<file path="config.mk">
export PLATFORM = sky130hd
export DESIGN_NAME = well512_noise_generator
export DESIGN_NICKNAME = d
export VERILOG_FILES = /design/src/wng_pkg.sv /design/src/wng_seq.sv /design/src/wng_lcg.sv /design/src/wng_well.sv /design/src/well512_noise_generator.sv
export SDC_FILE = /design/constraint.sdc
export NUM_CORES = 2
export LEC_CHECK = 0
export BUFFER_PORTS_ARGS = -buffer_cell sky130_fd_sc_hd__buf_2
export CORE_ASPECT_RATIO = 1.25
export CORE_MARGIN = 1
export CORE_UTILIZATION = 30
export DETAILED_ROUTE_END_ITERATION = 8
export PLACE_DENSITY = 0.4
export SYNTH_ARGS = -nofsm -noshare
export SYNTH_HDL_FRONTEND = slang
export SYNTH_SLANG_ARGS = --single-unit
</file>
<file path="constraint.sdc">
create_clock -name clk_i -period 11.88 [get_ports clk_i]
set_input_delay 1.782 -clock clk_i [delete_from_list [all_inputs] [get_ports clk_i]]
set_output_delay 1.782 -clock clk_i [all_outputs]
set_load 0.01 [all_outputs]
</file>
<file path="src/wng_pkg.sv">
package wng_pkg;

  localparam int unsigned WORD_W      = 32;
  localparam int unsigned SEED_W      = 64;
  localparam int unsigned FRAME_W     = 32;
  localparam int unsigned FCOUNT_W    = 31;
  localparam int unsigned PIXEL_W     = 24;
  localparam int unsigned WELL_WORDS  = 16;
  localparam int unsigned CNT_W       = 4;
  localparam int unsigned CFG_W       = 32;
  localparam int unsigned OUT_DATA_W  = 56;

  localparam logic [SEED_W-1:0]   LCG_MUL     = 64'd6364136223846793005;
  localparam logic [SEED_W-1:0]   LCG_ADD     = 64'd1442695040888963407;
  localparam logic [WORD_W-1:0]   FRAME_MUL   = 32'd4562693;
  localparam logic [WORD_W-1:0]   WELL_MASK   = 32'hDA442D24;
  localparam logic [FCOUNT_W-1:0] FCOUNT_RST  = 31'd86400;

  localparam int unsigned LCG_WARMUP  = 13;
  localparam int unsigned WELL_WARMUP = 7;

  localparam logic [CNT_W-1:0] CNT_WARM = CNT_W'(LCG_WARMUP - 1);
  localparam logic [CNT_W-1:0] CNT_FILL = CNT_W'(WELL_WORDS - 1);
  localparam logic [CNT_W-1:0] CNT_WELL = CNT_W'(WELL_WARMUP - 1);

  // taps relative to the current WELL position
  localparam int unsigned TAP_Y    = 13;
  localparam int unsigned TAP_T    = 9;
  localparam int unsigned TAP_PREV = 15;

  typedef enum logic {
    REQ_RESEED = 1'b0,
    REQ_DRAW   = 1'b1
  } req_e;

  typedef enum logic {
    CFG_USER_SEED   = 1'b0,
    CFG_FRAME_COUNT = 1'b1
  } cfg_idx_e;

  typedef enum logic [3:0] {
    ST_IDLE,
    ST_MUL_FRAME,
    ST_SEED_INIT,
    ST_WARM_LL,
    ST_WARM_LH,
    ST_WARM_HL,
    ST_WARM_SUM,
    ST_FILL_LL,
    ST_FILL_LH,
    ST_FILL_HL,
    ST_FILL_SUM,
    ST_WELL
  } step_e;

  typedef enum logic [2:0] {
    MUL_NONE,
    MUL_FRAME,
    MUL_LL,
    MUL_LH,
    MUL_HL
  } mul_sel_e;

  typedef enum logic [1:0] {
    ACC_NONE,
    ACC_LOAD,
    ACC_ADD_HI
  } acc_op_e;

  typedef enum logic [1:0] {
    SEED_NONE,
    SEED_INIT,
    SEED_STEP
  } seed_op_e;

  typedef enum logic [1:0] {
    JMP_WAIT,
    JMP_NEXT,
    JMP_LOOP
  } jump_e;

  typedef struct packed {
    mul_sel_e         mul_sel;
    acc_op_e          acc_op;
    seed_op_e         seed_op;
    logic             fill;
    logic             well_step;
    logic             cnt_load;
    logic [CNT_W-1:0] cnt_val;
    jump_e            jump;
    step_e            next_step;
    step_e            loop_step;
  } ctrl_t;

endpackage

</file>
<file path="src/wng_seq.sv">
module wng_seq import wng_pkg::*; (
  input  logic  clk_i,
  input  logic  rst_ni,
  input  logic  start_i,
  output ctrl_t ctrl_o,
  output logic  idle_o
);

  step_e            step_q, step_d;
  logic [CNT_W-1:0] cnt_q, cnt_d;
  ctrl_t            cw;

  function automatic ctrl_t rom(input step_e s);
    ctrl_t c;
    c = '{mul_sel: MUL_NONE, acc_op: ACC_NONE, seed_op: SEED_NONE, fill: 1'b0,
          well_step: 1'b0, cnt_load: 1'b0, cnt_val: '0, jump: JMP_NEXT,
          next_step: ST_IDLE, loop_step: ST_IDLE};
    case (s)
      ST_IDLE: begin
        c.jump      = JMP_WAIT;
        c.next_step = ST_MUL_FRAME;
      end
      ST_MUL_FRAME: begin
        c.mul_sel   = MUL_FRAME;
        c.next_step = ST_SEED_INIT;
      end
      ST_SEED_INIT: begin
        c.seed_op   = SEED_INIT;
        c.cnt_load  = 1'b1;
        c.cnt_val   = CNT_WARM;
        c.next_step = ST_WARM_LL;
      end
      ST_WARM_LL: begin
        c.mul_sel   = MUL_LL;
        c.next_step = ST_WARM_LH;
      end
      ST_WARM_LH: begin
        c.mul_sel   = MUL_LH;
        c.acc_op    = ACC_LOAD;
        c.next_step = ST_WARM_HL;
      end
      ST_WARM_HL: begin
        c.mul_sel   = MUL_HL;
        c.acc_op    = ACC_ADD_HI;
        c.next_step = ST_WARM_SUM;
      end
      ST_WARM_SUM: begin
        c.seed_op   = SEED_STEP;
        c.jump      = JMP_LOOP;
        c.loop_step = ST_WARM_LL;
        c.cnt_load  = 1'b1;
        c.cnt_val   = CNT_FILL;
        c.next_step = ST_FILL_LL;
      end
      ST_FILL_LL: begin
        c.mul_sel   = MUL_LL;
        c.next_step = ST_FILL_LH;
      end
      ST_FILL_LH: begin
        c.mul_sel   = MUL_LH;
        c.acc_op    = ACC_LOAD;
        c.next_step = ST_FILL_HL;
      end
      ST_FILL_HL: begin
        c.mul_sel   = MUL_HL;
        c.acc_op    = ACC_ADD_HI;
        c.next_step = ST_FILL_SUM;
      end
      ST_FILL_SUM: begin
        c.seed_op   = SEED_STEP;
        c.fill      = 1'b1;
        c.jump      = JMP_LOOP;
        c.loop_step = ST_FILL_LL;
        c.cnt_load  = 1'b1;
        c.cnt_val   = CNT_WELL;
        c.next_step = ST_WELL;
      end
      ST_WELL: begin
        c.well_step = 1'b1;
        c.jump      = JMP_LOOP;
        c.loop_step = ST_WELL;
        c.next_step = ST_IDLE;
      end
      default: begin
        c.next_step = ST_IDLE;
      end
    endcase
    return c;
  endfunction

  assign cw     = rom(step_q);
  assign ctrl_o = cw;
  assign idle_o = (step_q == ST_IDLE);

  always_comb begin
    step_d = step_q;
    cnt_d  = cnt_q;
    case (cw.jump)
      JMP_WAIT: begin
        if (start_i) begin
          step_d = cw.next_step;
        end
      end
      JMP_NEXT: begin
        step_d = cw.next_step;
        if (cw.cnt_load) begin
          cnt_d = cw.cnt_val;
        end
      end
      JMP_LOOP: begin
        if (cnt_q != '0) begin
          cnt_d  = cnt_q - CNT_W'(1);
          step_d = cw.loop_step;
        end else begin
          step_d = cw.next_step;
          if (cw.cnt_load) begin
            cnt_d = cw.cnt_val;
          end
        end
      end
      default: begin
        step_d = ST_IDLE;
      end
    endcase
  end

  always_ff @(posedge clk_i or negedge rst_ni) begin
    if (!rst_ni) begin
      step_q <= ST_IDLE;
      cnt_q  <= '0;
    end else begin
      step_q <= step_d;
      cnt_q  <= cnt_d;
    end
  end

endmodule

</file>
<file path="src/wng_lcg.sv">
module wng_lcg import wng_pkg::*; (
  input  logic                clk_i,
  input  logic                rst_ni,
  input  ctrl_t               ctrl_i,
  input  logic                load_i,
  input  logic [FRAME_W-1:0]  frame_i,
  input  logic [WORD_W-1:0]   user_seed_i,
  input  logic [FCOUNT_W-1:0] frame_count_i,
  output logic [WORD_W-1:0]   fill_word_o
);

  logic [FCOUNT_W-1:0] n_q, n_d;
  logic [SEED_W-1:0]   prod_q;
  logic [SEED_W-1:0]   acc_q, acc_d;
  logic [SEED_W-1:0]   seed_q, seed_d;
  logic [WORD_W-1:0]   mul_a, mul_b;
  logic [SEED_W-1:0]   mul_res;
  logic [WORD_W-1:0]   seed_hi_next;

  // frame clamp
  always_comb begin
    if (frame_i[FRAME_W-1] || (frame_count_i == '0)) begin
      n_d = '0;
    end else if (frame_i[FCOUNT_W-1:0] >= frame_count_i) begin
      n_d = frame_count_i - FCOUNT_W'(1);
    end else begin
      n_d = frame_i[FCOUNT_W-1:0];
    end
  end

  // one shared 32x32 multiplier, low 64 bits of the seed product in three parts
  always_comb begin
    mul_a = seed_q[WORD_W-1:0];
    mul_b = LCG_MUL[WORD_W-1:0];
    case (ctrl_i.mul_sel)
      MUL_FRAME: begin
        mul_a = {1'b0, n_q} + WORD_W'(1);
        mul_b = FRAME_MUL;
      end
      MUL_LH: begin
        mul_b = LCG_MUL[SEED_W-1:WORD_W];
      end
      MUL_HL: begin
        mul_a = seed_q[SEED_W-1:WORD_W];
      end
      default: begin
      end
    endcase
  end

  assign mul_res      = mul_a * mul_b;
  assign seed_hi_next = acc_q[SEED_W-1:WORD_W] + prod_q[WORD_W-1:0];
  assign fill_word_o  = seed_hi_next;

  always_comb begin
    acc_d = acc_q;
    case (ctrl_i.acc_op)
      ACC_LOAD:   acc_d = prod_q + LCG_ADD;
      ACC_ADD_HI: acc_d = {seed_hi_next, acc_q[WORD_W-1:0]};
      default:    acc_d = acc_q;
    endcase
  end

  always_comb begin
    seed_d = seed_q;
    case (ctrl_i.seed_op)
      SEED_INIT: seed_d = {{WORD_W{1'b0}}, prod_q[WORD_W-1:0] + user_seed_i};
      SEED_STEP: seed_d = {seed_hi_next, acc_q[WORD_W-1:0]};
      default:   seed_d = seed_q;
    endcase
  end

  always_ff @(posedge clk_i or negedge rst_ni) begin
    if (!rst_ni) begin
      seed_q <= '0;
    end else begin
      seed_q <= seed_d;
    end
  end

  always_ff @(posedge clk_i) begin
    if (load_i) begin
      n_q <= n_d;
    end
    if (ctrl_i.mul_sel != MUL_NONE) begin
      prod_q <= mul_res;
    end
    acc_q <= acc_d;
  end

endmodule

</file>
<file path="src/wng_well.sv">
module wng_well import wng_pkg::*; (
  input  logic              clk_i,
  input  logic              rst_ni,
  input  logic              step_i,
  input  logic              fill_i,
  input  logic [WORD_W-1:0] fill_word_i,
  output logic [WORD_W-1:0] word_o
);

  // s_q[k] holds the state word k places after the current position
  logic [WORD_W-1:0] s_q [WELL_WORDS];
  logic [WORD_W-1:0] s_d [WELL_WORDS];
  logic [WORD_W-1:0] x, y, t0, t, mixed, nx, d, prev, z;

  assign x     = s_q[0];
  assign y     = s_q[TAP_Y];
  assign t0    = s_q[TAP_T];
  assign prev  = s_q[TAP_PREV];
  assign mixed = x ^ y ^ (x << 16) ^ (y << 15);
  assign t     = t0 ^ (t0 >> 11);
  assign nx    = mixed ^ t;
  assign d     = nx ^ ((nx << 5) & WELL_MASK);
  assign z     = prev ^ mixed ^ d ^ (prev << 2) ^ (mixed << 18) ^ (t << 28);
  assign word_o = z;

  always_comb begin
    for (int k = 0; k < WELL_WORDS; k++) begin
      s_d[k] = s_q[k];
    end
    if (step_i) begin
      s_d[0] = z;
      s_d[1] = nx;
      for (int k = 2; k < WELL_WORDS; k++) begin
        s_d[k] = s_q[k-1];
      end
    end else if (fill_i) begin
      for (int k = 0; k < WELL_WORDS - 1; k++) begin
        s_d[k] = s_q[k+1];
      end
      s_d[WELL_WORDS-1] = fill_word_i;
    end
  end

  always_ff @(posedge clk_i or negedge rst_ni) begin
    if (!rst_ni) begin
      for (int k = 0; k < WELL_WORDS; k++) begin
        s_q[k] <= '0;
      end
    end else begin
      for (int k = 0; k < WELL_WORDS; k++) begin
        s_q[k] <= s_d[k];
      end
    end
  end

endmodule

</file>
<file path="src/well512_noise_generator.sv">
// Channel    Dir  Signals                    Contents
// s_axis     in   tvalid/tready/tdata/tuser  tdata[31:0] frame_number, tuser req_type
// m_axis     out  tvalid/tready/tdata        tdata[31:0] random_word, [55:32] pixel_value
// cfg        in   we/idx/wdata               0 user_seed, 1 frame_count (wdata[30:0])
//
// A draw steps the WELL state; its result goes to an output register.
// A reseed after acceptance runs 2 seed setup steps, 29 LCG steps (states LL, LH,
// HL, SUM each) on one shared 32x32 multiplier, then 7 WELL steps. No request is
// accepted while a reseed runs; a draw also waits while a held result is not taken.
// Reset is asynchronous, active low; frame_count resets to 86400, seeds and WELL to zero.
module well512_noise_generator import wng_pkg::*; (
  input  logic                  clk_i,
  input  logic                  rst_ni,
  input  logic                  s_axis_tvalid_i,
  output logic                  s_axis_tready_o,
  input  logic [FRAME_W-1:0]    s_axis_tdata_i,   // [31:0] frame_number
  input  logic                  s_axis_tuser_i,   // [0] req_type
  output logic                  m_axis_tvalid_o,
  input  logic                  m_axis_tready_i,
  output logic [OUT_DATA_W-1:0] m_axis_tdata_o,   // [31:0] random_word, [55:32] pixel_value
  input  logic                  cfg_we_i,
  input  logic                  cfg_idx_i,
  input  logic [CFG_W-1:0]      cfg_wdata_i
);

  ctrl_t               ctrl;
  logic                idle;
  logic                accept, start, draw;
  logic [WORD_W-1:0]   user_seed_q;
  logic [FCOUNT_W-1:0] frame_count_q;
  logic [WORD_W-1:0]   fill_word, well_word;
  logic                out_valid_q, out_valid_d;
  logic [WORD_W-1:0]   out_word_q;

  assign s_axis_tready_o = idle && ((s_axis_tuser_i == REQ_RESEED) ||
                                    !out_valid_q || m_axis_tready_i);
  assign accept = s_axis_tvalid_i && s_axis_tready_o;
  assign start  = accept && (s_axis_tuser_i == REQ_RESEED);
  assign draw   = accept && (s_axis_tuser_i == REQ_DRAW);

  always_ff @(posedge clk_i or negedge rst_ni) begin
    if (!rst_ni) begin
      user_seed_q   <= '0;
      frame_count_q <= FCOUNT_RST;
    end else if (cfg_we_i) begin
      case (cfg_idx_i)
        CFG_USER_SEED:   user_seed_q   <= cfg_wdata_i;
        CFG_FRAME_COUNT: frame_count_q <= cfg_wdata_i[FCOUNT_W-1:0];
        default: begin
        end
      endcase
    end
  end

  wng_seq u_seq (
    .clk_i   (clk_i),
    .rst_ni  (rst_ni),
    .start_i (start),
    .ctrl_o  (ctrl),
    .idle_o  (idle)
  );

  wng_lcg u_lcg (
    .clk_i         (clk_i),
    .rst_ni        (rst_ni),
    .ctrl_i        (ctrl),
    .load_i        (start),
    .frame_i       (s_axis_tdata_i),
    .user_seed_i   (user_seed_q),
    .frame_count_i (frame_count_q),
    .fill_word_o   (fill_word)
  );

  wng_well u_well (
    .clk_i       (clk_i),
    .rst_ni      (rst_ni),
    .step_i      (ctrl.well_step || draw),
    .fill_i      (ctrl.fill),
    .fill_word_i (fill_word),
    .word_o      (well_word)
  );

  always_comb begin
    out_valid_d = out_valid_q;
    if (m_axis_tready_i) begin
      out_valid_d = 1'b0;
    end
    if (draw) begin
      out_valid_d = 1'b1;
    end
  end

  always_ff @(posedge clk_i or negedge rst_ni) begin
    if (!rst_ni) begin
      out_valid_q <= 1'b0;
    end else begin
      out_valid_q <= out_valid_d;
    end
  end

  always_ff @(posedge clk_i) begin
    if (draw) begin
      out_word_q <= well_word;
    end
  end

  assign m_axis_tvalid_o = out_valid_q;
  assign m_axis_tdata_o  = {out_word_q[PIXEL_W-1:0], out_word_q};

endmodule

</file>
==> run_results.csv <==
group,metric,value,unit
drt,finalWirelength,231000,um
timing,rsz0062_at_grt,"false",
placed_design,portBuffers,128,
yosys,async_flop_share,77.3,%
clocking,cts_inserted_buffers,100,
placed_design,place_ws,-244,ps
layout,mostFrequentLayoutCells,"1164 x nand2_1, 840 x inv_1, 642 x dfrtp_1",
power,seqPwrFrac,35.0,%
timing,fmax,87.4,MHz
layout,area_growth,11.9,%
power,intPower,6.67,mW
clocking,clockBufferDepth,3,
setup_path,cpMaxStageDelayCell,"a2111oi_1",
timing,drv_slew,0,
placed_design,gp_congestion,0.965,
floorplan,start_util,30.2,%
grt,grt_pass1_wl,341000,um
clocking,clock_sinks,838,
yosys,syn_inst,6698,
grt,grt_pass1_vias,49933,
setup_path,crit_type,"flip-flop to flip-flop",
timing,final.setup.worst_slack,438,ps
power,combPwrFrac,35.9,%
grt,antenna_found_initial,1,
yosys,ys.flop_type,"dfrtp_1",
grt,overflow,0,
min_path,worstHoldPathType,"flip-flop to flip-flop",
placed_design,hpwl,183000,um
power,clkPwrFrac,29.1,%
layout,nets,7942,
setup_path,cp_slowest_stage_delay,650,ps
timing,max_slew_margin,14.9,%
grt,grt_usage,21.1,%
floorplan,die_w,418,um
grt,grt_max_degree,208,
yosys,synth-edff-count,190,
flow_run,max_cap_viol_count,0,
setup_path,cp-end-kind,"flip-flop",
power,power.total,10.9,mW
floorplan,io_pins,129,
yosys,syn_area_per_cell,9.70,um^2
clocking,cts_setup_buffers,0,
placed_design,dpl_cell_area,69300,um^2
clocking,htreeDepth,3,
power,p_leak,35.0,nW
timing,finalCriticalPeriod,11440,ps
yosys,ys_seq_area_share,33.7,%
setup_path,cp-start-kind,"flip-flop",
floorplan,dieArea,218000,um^2
drt,vias_per_cell,4.93,
status,status,"completed",
timing,finClkSkew,53.9,ps
clocking,hold_buffers,0,
drt,wl_per_cell,23.6,um
power,power_density,150,nW/um^2
power,ir_drop,0.120,mV
timing,worst_pin_slew,1270,ps
drt,drc_errors,0,
timing,setup_violations,0,
yosys,ys_warn_count,0,
yosys,synth_cell_types,79,
timing,fin_crit_sh,96.3,%
clocking,cts_tree,"yes",
drt,drt_pass1_iterations,5,
yosys,synth_area,65000,um^2
yosys,ys_ff_latch,838,
layout,drive_gt1_share,8.32,%
drt,drt_iter0_drc,3079,
timing,finalHoldViolations,0,
clocking,root_buffer,"clkbuf_16",
floorplan,die_height,522,um
layout,stdcell_area,72700,um^2
floorplan,core_area,215000,um^2
setup_path,required,12300,ps
clocking,clk-insertion-delay-late,720,ps
drt,num_vias,48046,
power,power.switching,4.27,mW
setup_path,crit_arrival,11860,ps
power,p_sw_share,39.0,%
clocking,cts.reportedPaths.clkPinSlew,70,ps
drt,ant_nets,0,
setup_path,path_max_fanout,28,
floorplan,rows,190,
layout,final_common_cell,"nand2_1",
## power by group through the flow
stage / registers, mW / clock network (mW) / logic [mW]
floorplan: 3.59 / 0 / 2.52
CTS: 3.83 / 3.29 / 3.95
detailed placement: 3.88 / 0 / 3.90
finish: 3.83 / 3.19 / 3.92
global placement: 3.88 / 0 / 3.93
global route: 3.85 / 3.39 / 4.27
## flip-flops by register name, summed over array words and instances, names as in the netlist
signal and cells:
out_word_q 32, m_axis_tvalid_o 1, u_well.t0 32, u_well.y 32, u_lcg.n_q 31, u_seq.step_q 4, u_seq.cnt_q 4, u_lcg.acc_q 64
u_well.prev 32, frame_count_q 31, u_lcg.seed_q 64, u_well.x 32, user_seed_q 32, u_well.s_q 384, u_lcg.prod_q 63
## per-stage QoR
| stage | TNS, ps | cells | hold WS [ps] | utilization [%] |
|---|---|---|---|---|
| 5_1_grt | 0 | 9748 | 523 | 33.8 |
| 6_report | 0 | 9750 | 477 | 33.8 |
| 2_1_floorplan | 0 | 6727 | 442 | - |
| 3_5_place_dp | -294 | 9558 | 475 | 32.2 |
| 3_3_place_gp | -166 | 9558 | 462 | 32.2 |
| 4_1_cts | 0 | 9747 | 476 | 33.8 |
## synthesized netlist by cell type, types with 20 or more instances
| cell type | count | area share [%] |
|---|---|---|
| nand2_1 | 1165 | 6.7 |
| inv_1 | 843 | 4.9 |
| dfrtp_1 | 643 | 25 |
| fa_1 | 549 | 17 |
| ha_1 | 542 | 10 |
| a22oi_1 | 425 | 4.9 |
| nor2_1 | 351 | 2.0 |
| xnor2_1 | 318 | 4.3 |
| clkbuf_1 | 269 | 1.6 |
| a21oi_1 | 229 | 1.8 |
| edfxtp_1 | 190 | 8.8 |
| o21ai_0 | 166 | 1.3 |
| xor2_1 | 117 | 1.6 |
| mux2_2 | 79 | 1.4 |
| a21o_1 | 76 | 0.88 |
| a31oi_1 | 73 | 0.70 |
| nor3_1 | 65 | 0.50 |
| a211oi_1 | 64 | 0.74 |
| and3_1 | 50 | 0.48 |
| nand3_1 | 43 | 0.33 |
| nand4_1 | 40 | 0.39 |
| nor2b_1 | 35 | 0.34 |
| buf_4 | 24 | 0.28 |
| nand2b_1 | 23 | 0.22 |
| a22o_1 | 22 | 0.30 |
| buf_1 | 21 | 0.12 |
| and2_1 | 20 | 0.19 |
## critical path: cells and delay by family, from the launching register on
kind,cells,cell delay (ps)
adder cells (fa/ha/maj),10,4330
AO/OA/AOI/OAI,7,2230
buffers and inverters,13,1960
AND/OR/NAND/NOR,8,1720
flip-flops,1,510
XOR/XNOR,2,380
## worst paths after layout
check | from | to | slack (ps) | depth (start not counted)
hold / removal | u_well.s_q[401]$_DFFE_PN0P_ | u_well.s_q[369]$_DFFE_PN0P_ | 480 | 2
setup / recovery | u_seq.step_q[2]$_DFFE_PN0P_ | u_lcg.prod_q[52]$_DFFE_PP_ | 440 | 40
max in group asynchronous | rst_ni | frame_count_q[28]$_DFFE_PN0P_ | 8500 | 3
min in group asynchronous | rst_ni | u_well.s_q[230]$_DFFE_PN0P_ | 1090 | 1
setup reg to reg | u_seq.step_q[2]$_DFFE_PN0P_ | u_lcg.prod_q[52]$_DFFE_PP_ | 440 | 40
hold reg to reg | u_well.s_q[401]$_DFFE_PN0P_ | u_well.s_q[369]$_DFFE_PN0P_ | 480 | 2
## cell families (layout without fill, tap and decap cells)
kind of cell	after synthesis	count (layout)	synth area share, %
muxes	90	90	1.54
adders and majority gates	1091	1091	27.3
other	2	34	0.0116
and+or+nand+nor	1868	1868	12.1
DFF	838	838	33.7
AOI/OAI and AO/OA	1213	1213	12.6
buffers and inverters	1161	1301	6.88
xor gates and xnor gates	435	435	5.86
## metal layers
| metal | share of wire [%] | vias to the layer above | GRT usage [%] |
|---|---|---|---|
| li1 | - | 22480 | - |
| met2 | 52 | 820 | 38.0 |
| met3 | 2.6 | 257 | 1.71 |
| met1 | 41 | 24489 | 25.8 |
| met4 | 4.1 | 0 | 8.27 |
| met5 | 0 | - | 0 |
## what timing repair did
action / in CTS / in global routing
gates resized for setup: 4 / 5
setup endpoints to repair: 6 / 11
pin swaps: 0 / 0
## final cells by class
cell class / instances / area (um^2)
antenna: 3 / 7.51
sequential: 838 / 21900
inverter: 844 / 3170
multi-input combinational: 4728 / 38800
clock buffer: 148 / 2930
clock inverter: 41 / 464
tap: 2880 / 3600
fill: 22267 / 142000
timing repair buffer: 268 / 1780
Note: power is estimated with default switching activity, not from simulation.
